## config.mk

```make
export PLATFORM = sky130hd
export DESIGN_NAME = indexed_insert_remove_array
export DESIGN_NICKNAME = d
export VERILOG_FILES = /design/src/rtl/iiar_pkg.sv /design/src/rtl/iiar_cell.sv /design/src/rtl/iiar_select.sv /design/src/rtl/indexed_insert_remove_array.sv
export SDC_FILE = /design/constraint.sdc
export NUM_CORES = 2
export LEC_CHECK = 0
export BUFFER_PORTS_ARGS = -buffer_cell sky130_fd_sc_hd__clkbuf_2
export CORE_MARGIN = 4
export CORE_UTILIZATION = 45
export DETAILED_ROUTE_END_ITERATION = 6
export GPL_ROUTABILITY_DRIVEN = 0
export PLACE_DENSITY = 0.58
export SYNTH_ARGS = -nofsm -noshare
export SYNTH_HDL_FRONTEND = slang
export SYNTH_HIERARCHICAL = 1
export SYNTH_SLANG_ARGS = --single-unit
```

## constraint.sdc

```tcl
create_clock -name aclk -period 21.1 [get_ports aclk]
set_input_delay 1.055 -clock aclk [delete_from_list [all_inputs] [get_ports aclk]]
set_output_delay 1.055 -clock aclk [all_outputs]
set_load 0.05 [all_outputs]
```

## src/rtl/iiar_pkg.sv

```systemverilog
// ----------------------------------------------------------------------------
// Indexed insert/remove array package
// Shared constants, operation and status codes, and the control bundle that
// the top level broadcasts to every storage cell.
// ----------------------------------------------------------------------------
package iiar_pkg;

    localparam int CAPACITY_DEF = 16;

    localparam int DATA_W     = 32;
    localparam int FUNC_W     = 3;
    localparam int POS_W      = 5;
    localparam int LIMIT_W    = 5;
    localparam int FILL_W     = 5;
    localparam int STATUS_W   = 3;
    localparam int S_TDATA_W  = 40;
    localparam int M_TDATA_W  = 48;
    localparam int APB_ADDR_W = 3;
    localparam int APB_DATA_W = 32;

    localparam logic [LIMIT_W-1:0] LIMIT_RESET = 5'd16;

    localparam logic [FUNC_W-1:0] FN_APPEND = 3'd0;
    localparam logic [FUNC_W-1:0] FN_INSERT = 3'd1;
    localparam logic [FUNC_W-1:0] FN_REMOVE = 3'd2;
    localparam logic [FUNC_W-1:0] FN_READ   = 3'd3;
    localparam logic [FUNC_W-1:0] FN_SEARCH = 3'd4;

    localparam logic REG_LIMIT = 1'b0;

    typedef enum logic [STATUS_W-1:0] {
        ST_OK       = 3'd0,
        ST_FULL     = 3'd1,
        ST_EMPTY    = 3'd2,
        ST_BADPOS   = 3'd3,
        ST_NOTFOUND = 3'd4
    } status_t;

    typedef enum logic [4:0] {
        OP_NONE   = 5'b00001,
        OP_INSERT = 5'b00010,
        OP_REMOVE = 5'b00100,
        OP_READ   = 5'b01000,
        OP_SEARCH = 5'b10000
    } op_t;

    typedef struct packed {
        logic              load;
        op_t               op;
        logic [DATA_W-1:0] value;
    } cell_ctrl_t;

endpackage

```

## src/rtl/iiar_cell.sv

```systemverilog
// ----------------------------------------------------------------------------
// Indexed insert/remove array storage cell
// Holds one entry, shifts it to or from its neighbors on insert and remove,
// and flags a read or search hit at its own position.
// ----------------------------------------------------------------------------
module iiar_cell #(
    parameter int CAPACITY = iiar_pkg::CAPACITY_DEF,
    parameter int INDEX    = 0,
    localparam int CW      = $clog2(CAPACITY + 1)
) (
    input  logic                        aclk,
    input  iiar_pkg::cell_ctrl_t        ctrl,
    input  logic [CW-1:0]               pos,
    input  logic [CW-1:0]               cnt,
    input  logic [iiar_pkg::DATA_W-1:0] left_entry,
    input  logic [iiar_pkg::DATA_W-1:0] right_entry,
    output logic [iiar_pkg::DATA_W-1:0] entry,
    output logic                        hit
);

    localparam logic [CW-1:0] IDX      = CW'(INDEX);
    localparam logic [CW-1:0] IDX_NEXT = CW'(INDEX + 1);

    logic [iiar_pkg::DATA_W-1:0] entry_reg, entry_next;
    logic                        hit_reg, hit_next;

    always_comb begin
        entry_next = entry_reg;
        hit_next   = hit_reg;
        if (ctrl.load) begin
            hit_next = 1'b0;
            case (ctrl.op)
                iiar_pkg::OP_INSERT: begin
                    if (IDX == pos) begin
                        entry_next = ctrl.value;
                    end else if ((IDX > pos) && (IDX <= cnt)) begin
                        entry_next = left_entry;
                    end
                end
                iiar_pkg::OP_REMOVE: begin
                    if ((IDX >= pos) && (IDX_NEXT < cnt)) begin
                        entry_next = right_entry;
                    end
                end
                iiar_pkg::OP_READ: begin
                    hit_next = (IDX == pos);
                end
                iiar_pkg::OP_SEARCH: begin
                    hit_next = (entry_reg == ctrl.value) && (IDX < cnt);
                end
                default: begin
                end
            endcase
        end
    end

    always_ff @(posedge aclk) begin
        entry_reg <= entry_next;
        hit_reg   <= hit_next;
    end

    assign entry = entry_reg;
    assign hit   = hit_reg;

endmodule

```

## src/rtl/iiar_select.sv

```systemverilog
// ----------------------------------------------------------------------------
// Indexed insert/remove array hit selector
// Picks the lowest flagged cell and returns its entry and its position.
// ----------------------------------------------------------------------------
module iiar_select #(
    parameter int CAPACITY = iiar_pkg::CAPACITY_DEF
) (
    input  logic [CAPACITY-1:0]                          hit,
    input  logic [CAPACITY-1:0][iiar_pkg::DATA_W-1:0]    entries,
    output logic                                         found,
    output logic [iiar_pkg::DATA_W-1:0]                  index,
    output logic [iiar_pkg::DATA_W-1:0]                  word
);

    logic [CAPACITY-1:0] lowest;

    assign lowest = hit & (~hit + CAPACITY'(1));
    assign found  = |hit;

    always_comb begin
        index = '0;
        word  = '0;
        for (int i = 0; i < CAPACITY; i++) begin
            if (lowest[i]) begin
                index = index | iiar_pkg::DATA_W'(i);
                word  = word | entries[i];
            end
        end
    end

endmodule

```

## src/rtl/indexed_insert_remove_array.sv

```systemverilog
// Pipeline: an accepted request is registered in the cell row and stage one, and its
// result is registered into the output registers when the output is free.
// Throughput: one request per cycle while results are taken; the cell row
// updates and compares at the accept edge, and the hit selector runs next.
// Reset: synchronous and active low; clears the count, the pipeline valid
// flags and sets the capacity limit to 16. Entries are not cleared.
// ----------------------------------------------------------------------------
// Indexed insert/remove array
// An ordered array held in a row of cells with append, insert, remove, read
// and search requests, each answered by one result.
// ----------------------------------------------------------------------------
module indexed_insert_remove_array #(
    parameter int CAPACITY = iiar_pkg::CAPACITY_DEF
) (
    input  logic                              aclk,
    input  logic                              aresetn,

    input  logic                              s_tvalid,
    output logic                              s_tready,
    // func[2:0], position[7:3], value_in[39:8]
    input  logic [iiar_pkg::S_TDATA_W-1:0]    s_tdata,

    output logic                              m_tvalid,
    input  logic                              m_tready,
    // status[2:0], value_out[34:3], fill_count[39:35], is_full[40],
    // is_empty[41], zero[47:42]
    output logic [iiar_pkg::M_TDATA_W-1:0]    m_tdata,

    input  logic                              psel,
    input  logic                              penable,
    input  logic                              pwrite,
    input  logic [iiar_pkg::APB_ADDR_W-1:0]   paddr,
    input  logic [iiar_pkg::APB_DATA_W-1:0]   pwdata,
    output logic [iiar_pkg::APB_DATA_W-1:0]   prdata,
    output logic                              pready
);

    localparam int CW = $clog2(CAPACITY + 1);
    localparam int WW = (CW > iiar_pkg::POS_W) ? CW : iiar_pkg::POS_W;

    logic [iiar_pkg::LIMIT_W-1:0] limit_reg, limit_next;
    logic [CW-1:0]                count_reg, count_next;
    logic                         busy_reg, busy_next;
    iiar_pkg::status_t            s1_status_reg, s1_status_next;
    logic                         s1_search_reg, s1_search_next;
    logic [CW-1:0]                s1_count_reg, s1_count_next;

    logic                            m_valid_reg, m_valid_next;
    iiar_pkg::status_t               m_status_reg, m_status_next;
    logic [iiar_pkg::DATA_W-1:0]     m_value_reg, m_value_next;
    logic [iiar_pkg::FILL_W-1:0]     m_fill_reg, m_fill_next;
    logic                            m_full_reg, m_full_next;
    logic                            m_empty_reg, m_empty_next;

    logic [iiar_pkg::FUNC_W-1:0] in_func;
    logic [iiar_pkg::POS_W-1:0]  in_pos;
    logic [iiar_pkg::DATA_W-1:0] in_value;

    logic                 accept;
    logic                 out_free;
    logic                 advance;
    logic                 cfg_write;
    logic [WW-1:0]        lim_w;
    logic [WW-1:0]        lim_eff;
    logic [WW-1:0]        cnt_w;
    logic [WW-1:0]        pos_w;
    logic [WW-1:0]        s1_cnt_w;
    logic                 is_full_now;
    logic [CW-1:0]        cell_pos;
    iiar_pkg::cell_ctrl_t cell_ctrl;
    iiar_pkg::op_t        op_sel;

    logic [CAPACITY-1:0]                       hit_q;
    logic [CAPACITY-1:0][iiar_pkg::DATA_W-1:0] entry_q;
    logic                                      sel_found;
    logic [iiar_pkg::DATA_W-1:0]               sel_index;
    logic [iiar_pkg::DATA_W-1:0]               sel_word;

    assign in_func  = s_tdata[2:0];
    assign in_pos   = s_tdata[7:3];
    assign in_value = s_tdata[39:8];

    assign out_free = !m_valid_reg || m_tready;
    assign advance  = busy_reg && out_free;
    assign s_tready = !busy_reg || out_free;
    assign accept   = s_tvalid && s_tready;

    assign pready    = 1'b1;
    assign cfg_write = psel && penable && pwrite && (paddr[2] == iiar_pkg::REG_LIMIT);
    assign prdata    = (paddr[2] == iiar_pkg::REG_LIMIT)
                       ? iiar_pkg::APB_DATA_W'(limit_reg) : '0;
    assign limit_next = cfg_write ? pwdata[iiar_pkg::LIMIT_W-1:0] : limit_reg;

    assign lim_w   = WW'(limit_reg);
    assign lim_eff = (limit_reg == '0) ? WW'(1)
                     : ((lim_w > WW'(CAPACITY)) ? WW'(CAPACITY) : lim_w);
    assign cnt_w   = WW'(count_reg);
    assign pos_w   = WW'(in_pos);
    assign is_full_now = (cnt_w >= lim_eff);

    always_comb begin
        s1_status_next = iiar_pkg::ST_OK;
        s1_search_next = 1'b0;
        op_sel         = iiar_pkg::OP_NONE;
        cell_pos       = pos_w[CW-1:0];
        count_next     = count_reg;
        case (in_func)
            iiar_pkg::FN_APPEND: begin
                cell_pos = count_reg;
                if (is_full_now) begin
                    s1_status_next = iiar_pkg::ST_FULL;
                end else begin
                    op_sel     = iiar_pkg::OP_INSERT;
                    count_next = count_reg + CW'(1);
                end
            end
            iiar_pkg::FN_INSERT: begin
                if (is_full_now) begin
                    s1_status_next = iiar_pkg::ST_FULL;
                end else if (pos_w > cnt_w) begin
                    s1_status_next = iiar_pkg::ST_BADPOS;
                end else begin
                    op_sel     = iiar_pkg::OP_INSERT;
                    count_next = count_reg + CW'(1);
                end
            end
            iiar_pkg::FN_REMOVE: begin
                if (count_reg == '0) begin
                    s1_status_next = iiar_pkg::ST_EMPTY;
                end else if (pos_w >= cnt_w) begin
                    s1_status_next = iiar_pkg::ST_BADPOS;
                end else begin
                    op_sel     = iiar_pkg::OP_REMOVE;
                    count_next = count_reg - CW'(1);
                end
            end
            iiar_pkg::FN_READ: begin
                if (pos_w >= cnt_w) begin
                    s1_status_next = iiar_pkg::ST_BADPOS;
                end else begin
                    op_sel = iiar_pkg::OP_READ;
                end
            end
            iiar_pkg::FN_SEARCH: begin
                op_sel         = iiar_pkg::OP_SEARCH;
                s1_search_next = 1'b1;
            end
            default: begin
            end
        endcase
        if (!accept) begin
            count_next = count_reg;
        end
        s1_count_next = count_next;
    end

    assign cell_ctrl.load  = accept;
    assign cell_ctrl.op    = op_sel;
    assign cell_ctrl.value = in_value;

    for (genvar i = 0; i < CAPACITY; i++) begin : g_cell
        logic [iiar_pkg::DATA_W-1:0] left_w;
        logic [iiar_pkg::DATA_W-1:0] right_w;

        if (i == 0) begin : g_first
            assign left_w = entry_q[i];
        end else begin : g_left
            assign left_w = entry_q[i-1];
        end

        if (i == CAPACITY - 1) begin : g_last
            assign right_w = entry_q[i];
        end else begin : g_right
            assign right_w = entry_q[i+1];
        end

        iiar_cell #(
            .CAPACITY (CAPACITY),
            .INDEX    (i)
        ) u_cell (
            .aclk        (aclk),
            .ctrl        (cell_ctrl),
            .pos         (cell_pos),
            .cnt         (count_reg),
            .left_entry  (left_w),
            .right_entry (right_w),
            .entry       (entry_q[i]),
            .hit         (hit_q[i])
        );
    end

    iiar_select #(
        .CAPACITY (CAPACITY)
    ) u_select (
        .hit     (hit_q),
        .entries (entry_q),
        .found   (sel_found),
        .index   (sel_index),
        .word    (sel_word)
    );

    assign busy_next = accept ? 1'b1 : (advance ? 1'b0 : busy_reg);
    assign s1_cnt_w  = WW'(s1_count_reg);

    always_comb begin
        m_valid_next  = advance ? 1'b1 : (m_tready ? 1'b0 : m_valid_reg);
        m_status_next = m_status_reg;
        m_value_next  = m_value_reg;
        m_fill_next   = m_fill_reg;
        m_full_next   = m_full_reg;
        m_empty_next  = m_empty_reg;
        if (advance) begin
            if (s1_search_reg) begin
                m_status_next = sel_found ? iiar_pkg::ST_OK : iiar_pkg::ST_NOTFOUND;
                m_value_next  = sel_index;
            end else begin
                m_status_next = s1_status_reg;
                m_value_next  = sel_word;
            end
            m_fill_next  = s1_cnt_w[iiar_pkg::FILL_W-1:0];
            m_full_next  = (s1_cnt_w >= lim_eff);
            m_empty_next = (s1_count_reg == '0);
        end
    end

    always_ff @(posedge aclk) begin
        if (!aresetn) begin
            limit_reg   <= iiar_pkg::LIMIT_RESET;
            count_reg   <= '0;
            busy_reg    <= 1'b0;
            m_valid_reg <= 1'b0;
        end else begin
            limit_reg   <= limit_next;
            count_reg   <= count_next;
            busy_reg    <= busy_next;
            m_valid_reg <= m_valid_next;
        end
    end

    always_ff @(posedge aclk) begin
        if (accept) begin
            s1_status_reg <= s1_status_next;
            s1_search_reg <= s1_search_next;
            s1_count_reg  <= s1_count_next;
        end
        m_status_reg <= m_status_next;
        m_value_reg  <= m_value_next;
        m_fill_reg   <= m_fill_next;
        m_full_reg   <= m_full_next;
        m_empty_reg  <= m_empty_next;
    end

    assign m_tvalid = m_valid_reg;
    assign m_tdata  = {6'b0, m_empty_reg, m_full_reg, m_fill_reg, m_value_reg, m_status_reg};

endmodule

```

-- Word-level counts from Yosys, hierarchy flattened
Cells that the tools add are included.
- register bits: 591
- input port bits: 82
- output and inout bits: 83
- word-level logic and storage cells: 421
- add/subtract/negate cells: 3
- order comparisons: 66
- equal/unequal tests: 69
- multiplexer cells: 140
- bitwise gates (word level): 18
- reduce and logical (&&, ||, !) cells: 81
- operators with widths (cell ; number):
    $mux 32 ; 63
    $pmux 32 s2 ; 15
    $eq 32x32->1 ; 16
    $or 32x32->32 ; 15
    $reduce_and 4->1 ; 15
    $logic_and 1x1->1 ; 51
    $mux 5 ; 10
    $ne 3x1->1 const B ; 14
    $eq 4x5->1 const A ; 8
    $gt 4x5->1 const A ; 8
    $le 4x5->1 const A ; 8
    $lt 4x5->1 const A ; 8
    $mux 4 ; 9
    $ge 4x5->1 const A ; 7
    $ne 2x1->1 const B ; 16
    $pmux 1 s2 ; 16
    $pmux 5 s5 ; 1
    $mux 3 ; 8
    $eq 3x5->1 const A ; 4
    $ge 3x5->1 const A ; 4
    $gt 3x5->1 const A ; 4
    $le 3x5->1 const A ; 4
    $logic_not 5->1 ; 4
    $lt 3x5->1 const A ; 4
    other kinds (36) ; 65

-- Longest topological paths before layout
- word-level depth: 35
- depth in mapped cells: 16
- gate-level depth less buffers: 15

-- Modules after synthesis
The synthesis kept the hierarchy.
- by module, submodules not included (module ; instances ; cells an instance ; area an instance (um^2) ; sequential area each (um^2)):
    iiar_select ; 1 ; 681 ; 4290.4 ; 0.0
    iiar_cell (g_cell[12].u_cell ...) ; 2 ; 200 ; 2134.5 ; 991.0
    indexed_insert_remove_array ; 1 ; 316 ; 3692.3 ; 1741.7
    iiar_cell (g_cell[7].u_cell) ; 1 ; 202 ; 2188.3 ; 991.0
    iiar_cell (g_cell[0].u_cell) ; 1 ; 195 ; 2175.8 ; 991.0
    iiar_cell (g_cell[13].u_cell) ; 1 ; 201 ; 2155.8 ; 991.0
    iiar_cell (g_cell[3].u_cell) ; 1 ; 203 ; 2154.6 ; 991.0
    iiar_cell (g_cell[9].u_cell) ; 1 ; 203 ; 2150.8 ; 991.0
    iiar_cell (g_cell[14].u_cell) ; 1 ; 200 ; 2142.1 ; 991.0
    iiar_cell (g_cell[4].u_cell) ; 1 ; 202 ; 2142.1 ; 991.0
    iiar_cell (g_cell[10].u_cell) ; 1 ; 201 ; 2134.5 ; 991.0
    iiar_cell (g_cell[5].u_cell) ; 1 ; 200 ; 2129.5 ; 991.0
    iiar_cell (g_cell[11].u_cell) ; 1 ; 203 ; 2128.3 ; 991.0
    iiar_cell (g_cell[1].u_cell) ; 1 ; 198 ; 2128.3 ; 991.0
    3 more rows ; - ; - ; - ; -

-- Worst setup path after synthesis
Ideal clock, no wire load.
- path kind: reg2reg
- start point: register count_reg[2] (netlist: cnt_w[2])
- end point: register g_cell[2].u_cell.entry_reg (netlist bit g_cell[2].u_cell/entry[0]), enable pin
- data arrival time: 10.743 ns
- required time: 20.506 ns
- path slack: 9.763 ns
- cell stages (with the launch flop): 13
- cells stage by stage: dfxtp_1 buf_2 inv_1 ha_1 a21oi_1 o221ai_2 nand3_1 nand2_1 nor3_1 nor3_1 nand3b_1 a2111oi_0 a2111oi_0
- longest elaborated chain between the ends: 7
- elaborated cells on any way between the ends: 25
- classes of those cells: 7 x order compare; 5 x eq/ne; 8 x mux; 5 x reduce/logical
- RTL lines (what ; RTL line ; text):
    start, declared ; indexed_insert_remove_array.sv:42 ; logic [CW-1:0] count_reg, count_next;
    start signal, assigned ; indexed_insert_remove_array.sv:234 ; count_reg <= count_next;
    $gt 5x5->1 ; indexed_insert_remove_array.sv:120 ; end else if (pos_w > cnt_w) begin
    $mux 2 ; indexed_insert_remove_array.sv:120 ;
    $mux 2 ; indexed_insert_remove_array.sv:118 ; if (is_full_now) begin
    $pmux 5 s5 * ; indexed_insert_remove_array.sv:107 ; case (in_func)
    via op_sel[1] ; indexed_insert_remove_array.sv:71 ; iiar_pkg::op_t op_sel;
    $eq 5x2->1 / $eq 5x3->1 (equally long branches) ; iiar_cell.sv:32 ; case (ctrl.op)
    $ne 3x1->1 (no source line), or another cell as far along ; - ;
    $reduce_and 4->1 (no source line) * ; - ;
    end signal, assigned ; iiar_cell.sv:58 ; entry_reg <= entry_next;
    end, declared ; iiar_cell.sv:24 ; logic [iiar_pkg::DATA_W-1:0] entry_reg, entry_next;
The timed path passes the listed nets; every way through them passes the cells marked *.
A chain may end at the register's enable or synchronous reset.

-- Worst setup path after layout
- start point: register count_reg[1] (netlist: cnt_w[1])
- end point: register g_cell[10].u_cell.entry_reg (netlist bit g_cell[10].u_cell/entry[5]), enable pin
- longest elaborated chain between the ends: 7
- elaborated cells on any way between the ends: 25
- classes of those cells: 7 x order compare; 5 x eq/ne; 8 x mux; 5 x reduce/logical
- RTL lines (what ; RTL line):
    $ge 5x5->1 / $gt 5x5->1 (equally long branches) ; indexed_insert_remove_array.sv:130, indexed_insert_remove_array.sv:138, indexed_insert_remove_array.sv:120
    $mux 3 / $mux 2 (equally long branches) ; indexed_insert_remove_array.sv:130, indexed_insert_remove_array.sv:120
    $mux 3 / $mux 2 (equally long branches) ; indexed_insert_remove_array.sv:128, indexed_insert_remove_array.sv:118
    $pmux 5 s5 * ; indexed_insert_remove_array.sv:107
    via op_sel[0] ; indexed_insert_remove_array.sv:71
    $eq 5x2->1 / $eq 5x3->1 (equally long branches) ; iiar_cell.sv:32
    $ne 3x1->1 (no source line), or another cell as far along ; -
    $reduce_and 4->1 (no source line) * ; -
    end signal, assigned ; iiar_cell.sv:58
    end, declared ; iiar_cell.sv:24
Marked as above.

==> reports/metrics.csv <==
stage;metric;value;unit
sta;final_max_slew_viol_count;0;
clock_network;cts_buffers;74;
finish;fill_cells;8746;
global_routing;grt_pass1_wl;260000;um
floorplan;dieArea;98700;um^2
hold_path;hold_path_class;flip-flop to flip-flop;
synthesis;syn_area;42200;um^2
clock_network;cts_hold_buffers;0;
setup_path;crit_arrival;6.51;ns
setup_path;end_kind;flip-flop;
detailed_routing;drc;3;
hold_path;min_from;s1_cnt_w[2]$_DFFE_PP_;
synthesis;synth-edff-count;578;
floorplan;die_h;314;um
finish;multi_input_area;22800;um^2
sta;max_freq;0.161;GHz
hold_path;holdPathStages;0;
finish;seqCellArea;17600;um^2
setup_path;cp_max_fo;22;
clock_network;cts_htree_levels;3;
setup_path;reg2regPathDepth;15;
detailed_routing;dr.pass1.iters;7;
place;place.detailed.hpwl;127000;um
power;power.density;62.6;nW/um^2
sta;hold_violations;0;
floorplan;start_util;45.3;%
power;leakage;15.9;nW
global_routing;track_usage;36.4;%
setup_path;r2r_end;g_cell[10].u_cell/entry[5]$_DFFE_PP_;
global_routing;grt-ovfl-total;0;
synthesis;ys_top_cells_by_count;edfxtp_1, nor2_1, a21oi_1, mux2i_1, xnor2_1;
outcome;violations;DRC;
setup_path;cp-start-kind;flip-flop;
finish;area_growth;8.90;%
detailed_routing;wl;186000;um
synthesis;netlist.area_leader.share;41.1;%
synthesis;synth_cells;4198;
clock_network;cts_sinks;590;
floorplan;io_pins;165;
global_routing;antenna_found_initial;7;
sta;min_period_over_period;29.5;%
detailed_routing;drt-vias-per-instance;6.70;
clock_network;cts_root_buf;clkbuf_16;
setup_path;required;21.38;ns
synthesis;ys_seq_elements;590;
clock_network;clock_path_buffers;3;
detailed_routing;avgRoutedWirePerCell;33.6;um
synthesis;synth_warnings;6;
synthesis;synth.avg_cell_area;10.0;um^2
synthesis;synth.most_common_cell;edfxtp_1;
detailed_routing;drtIter0Drc;6404;
synthesis;ys_top_cells_by_area;edfxtp_1, mux2i_1, xnor2_1;
floorplan;die_w;314;um
setup_path;reg2reg_from;cnt_w[1]$_SDFF_PN0_;
sta;setup_viol;0;
clock_network;cts_resized;0;
synthesis;seq_area_frac_synth;41.7;%
sta;fin_skew;0.0338;ns
setup_path;crit_type;flip-flop to flip-flop;
detailed_routing;vias;37100;
finish;fin_area;45900;um^2
hold_path;hold_end;m_fill_reg[2]$_DFFE_PP_;
finish;largest_reg_flops;512;
synthesis;synth_cell_types;102;
finish;final_nets;4332;
place;placed_area;43700;um^2
global_routing;first_global_vias;33900;
outcome;status;complete, but fails checks;
sta;worstMarginPinSlew;1.41;ns
power;ir_drop;0.0625;mV
synthesis;synthFlopType;edfxtp_1;
floorplan;rows;112;
detailed_routing;ant_nets;0;
setup_path;r2r_slack;14.87;ns
sta;slew_headroom;4.71;%
sta;rsz0062_at_grt;no;
global_routing;grt_start_max_net_pins;70;
place;io_buffer_count;101;
finish;layout-drive-gt1-share;11.3;%
clock_network;clk_pin_slew_worst_paths;0.06;ns
synthesis;synth.largest_area_cell;edfxtp_1;
flow_run;max-cap-violations;0;
sta;fin_crit;6.23;ns
clock_network;cts_tree;done;
synthesis;synthArstFlopShare;0;%
clock_network;postCtsSetupBuffers;0;
sta;setup_tns;0;ns
floorplan;coreArea;93200;um^2
clock_network;insertion_delay;0.66;ns
-- per-stage QoR --
step | total power [mW] | worst slack [ns] | util [%] | std cells | hold WS [ns]
final | 2.88 | 14.87 | 49.3 | 5545 | 0.478
after floorplan | 1.51 | 9.76 | - | 4257 | 0.441
after global placement | 1.64 | 15.13 | 46.9 | 5411 | 0.468
after detailed placement | 1.64 | 15.12 | 46.9 | 5411 | 0.469
after CTS | 2.87 | 15.08 | 49.3 | 5539 | 0.469
after global routing | 2.94 | 14.69 | 49.3 | 5539 | 0.501
-- critical path, cell delays in order, from the launching register on --
cell and delay (ns):
dfxtp_1 1.03, inv_1 0.41, ha_1 0.42, nand4_2 0.14, a21oi_1 0.45, or2_1 0.34
nand2_1 0.09, a221oi_1 0.32, nand3b_1 0.18, buf_4 0.35, buf_4 0.37, nor3_1 0.11
nand3b_1 0.15, a221oi_1 0.12, nor4b_4 0.82, buf_4 0.52
-- layer usage --
metal,vias to the layer above,share of wire [%],wire length [um],global-route usage [%]
met5,-,0.0054,10,0
met1,18000,37,69700,47.7
met3,627,14,25500,12.1
met2,2836,41,77200,52.6
met4,2,7.4,13700,21.1
li1,15700,-,-,-
-- layout by cell type (no fill, tap or decap), types with 15 or more instances in the layout --
cell | Yosys | final
clkinv_1 | 1 | 21
nor4_1 | 74 | 73
o22ai_1 | 22 | 22
xnor2_1 | 315 | 315
nand3b_1 | 23 | 23
o21ai_0 | 86 | 82
inv_1 | 51 | 51
nand2_1 | 91 | 88
a21oi_1 | 547 | 540
clkbuf_16 | 0 | 77
buf_4 | 71 | 131
ha_1 | 17 | 17
xor2_1 | 207 | 207
nand4b_1 | 16 | 16
a22oi_1 | 113 | 113
a31oi_1 | 36 | 36
a211o_1 | 15 | 15
nor2_1 | 574 | 571
edfxtp_1 | 578 | 578
o2111ai_1 | 18 | 18
clkbuf_2 | 0 | 101
mux2i_1 | 518 | 518
nor3_1 | 61 | 58
conb_1 | 3 | 62
a221oi_1 | 71 | 71
nor2b_1 | 40 | 34
a32oi_1 | 18 | 18
mux2_2 | 32 | 32
nand4_1 | 103 | 103
nand3_1 | 25 | 24
-- logic make-up (layout without fill, tap and decap cells) --
kind of cell,Yosys count,count (layout),synth area share (%)
buffers and inverters,385,413,5.37
xor gates and xnor gates,522,522,10.8
AOI/OAI and AO/OA,1037,1037,15.4
adders and majority gates,19,19,0.552
other,3,68,0.0267
DFF,590,590,41.7
muxes,550,550,13.1
and+or+nand+nor,1092,1092,13.0
-- worst max path at each step --
stage / start / to / slack (ns) / cells past startpoint
5_1_grt: cnt_w[1]$_SDFF_PN0_ / g_cell[9].u_cell/entry[17]$_DFFE_PP_ / 14.69 / 16
4_1_cts: cnt_w[1]$_SDFF_PN0_ / g_cell[9].u_cell/entry[17]$_DFFE_PP_ / 15.08 / 16
6_report: cnt_w[1]$_SDFF_PN0_ / g_cell[10].u_cell/entry[5]$_DFFE_PP_ / 14.87 / 15
3_5_place_dp: cnt_w[1]$_SDFF_PN0_ / g_cell[9].u_cell/entry[3]$_DFFE_PP_ / 15.12 / 16
2_1_floorplan: cnt_w[2]$_SDFF_PN0_ / g_cell[2].u_cell/entry[0]$_DFFE_PP_ / 9.76 / 12
3_3_place_gp: cnt_w[1]$_SDFF_PN0_ / g_cell[9].u_cell/entry[3]$_DFFE_PP_ / 15.13 / 16
-- report_power, final --
part           internal (mW)  leakage [nW]  switching (mW)
clock                  0.710          1.10           0.531
combinational         0.0981          9.46           0.251
sequential              1.28          5.34         0.00483
-- final cells by class --
cell class              count  area share (%)
flip-flops and latches    590            38.3
multi-input cells        3282            49.7
inverters                  53           0.433
well taps                1254            3.42
diodes                      6          0.0327
clock buffers              90            4.30
clock inverters            38           0.605
repair buffers            232            3.24
Power figures use the tool's default switching activity.
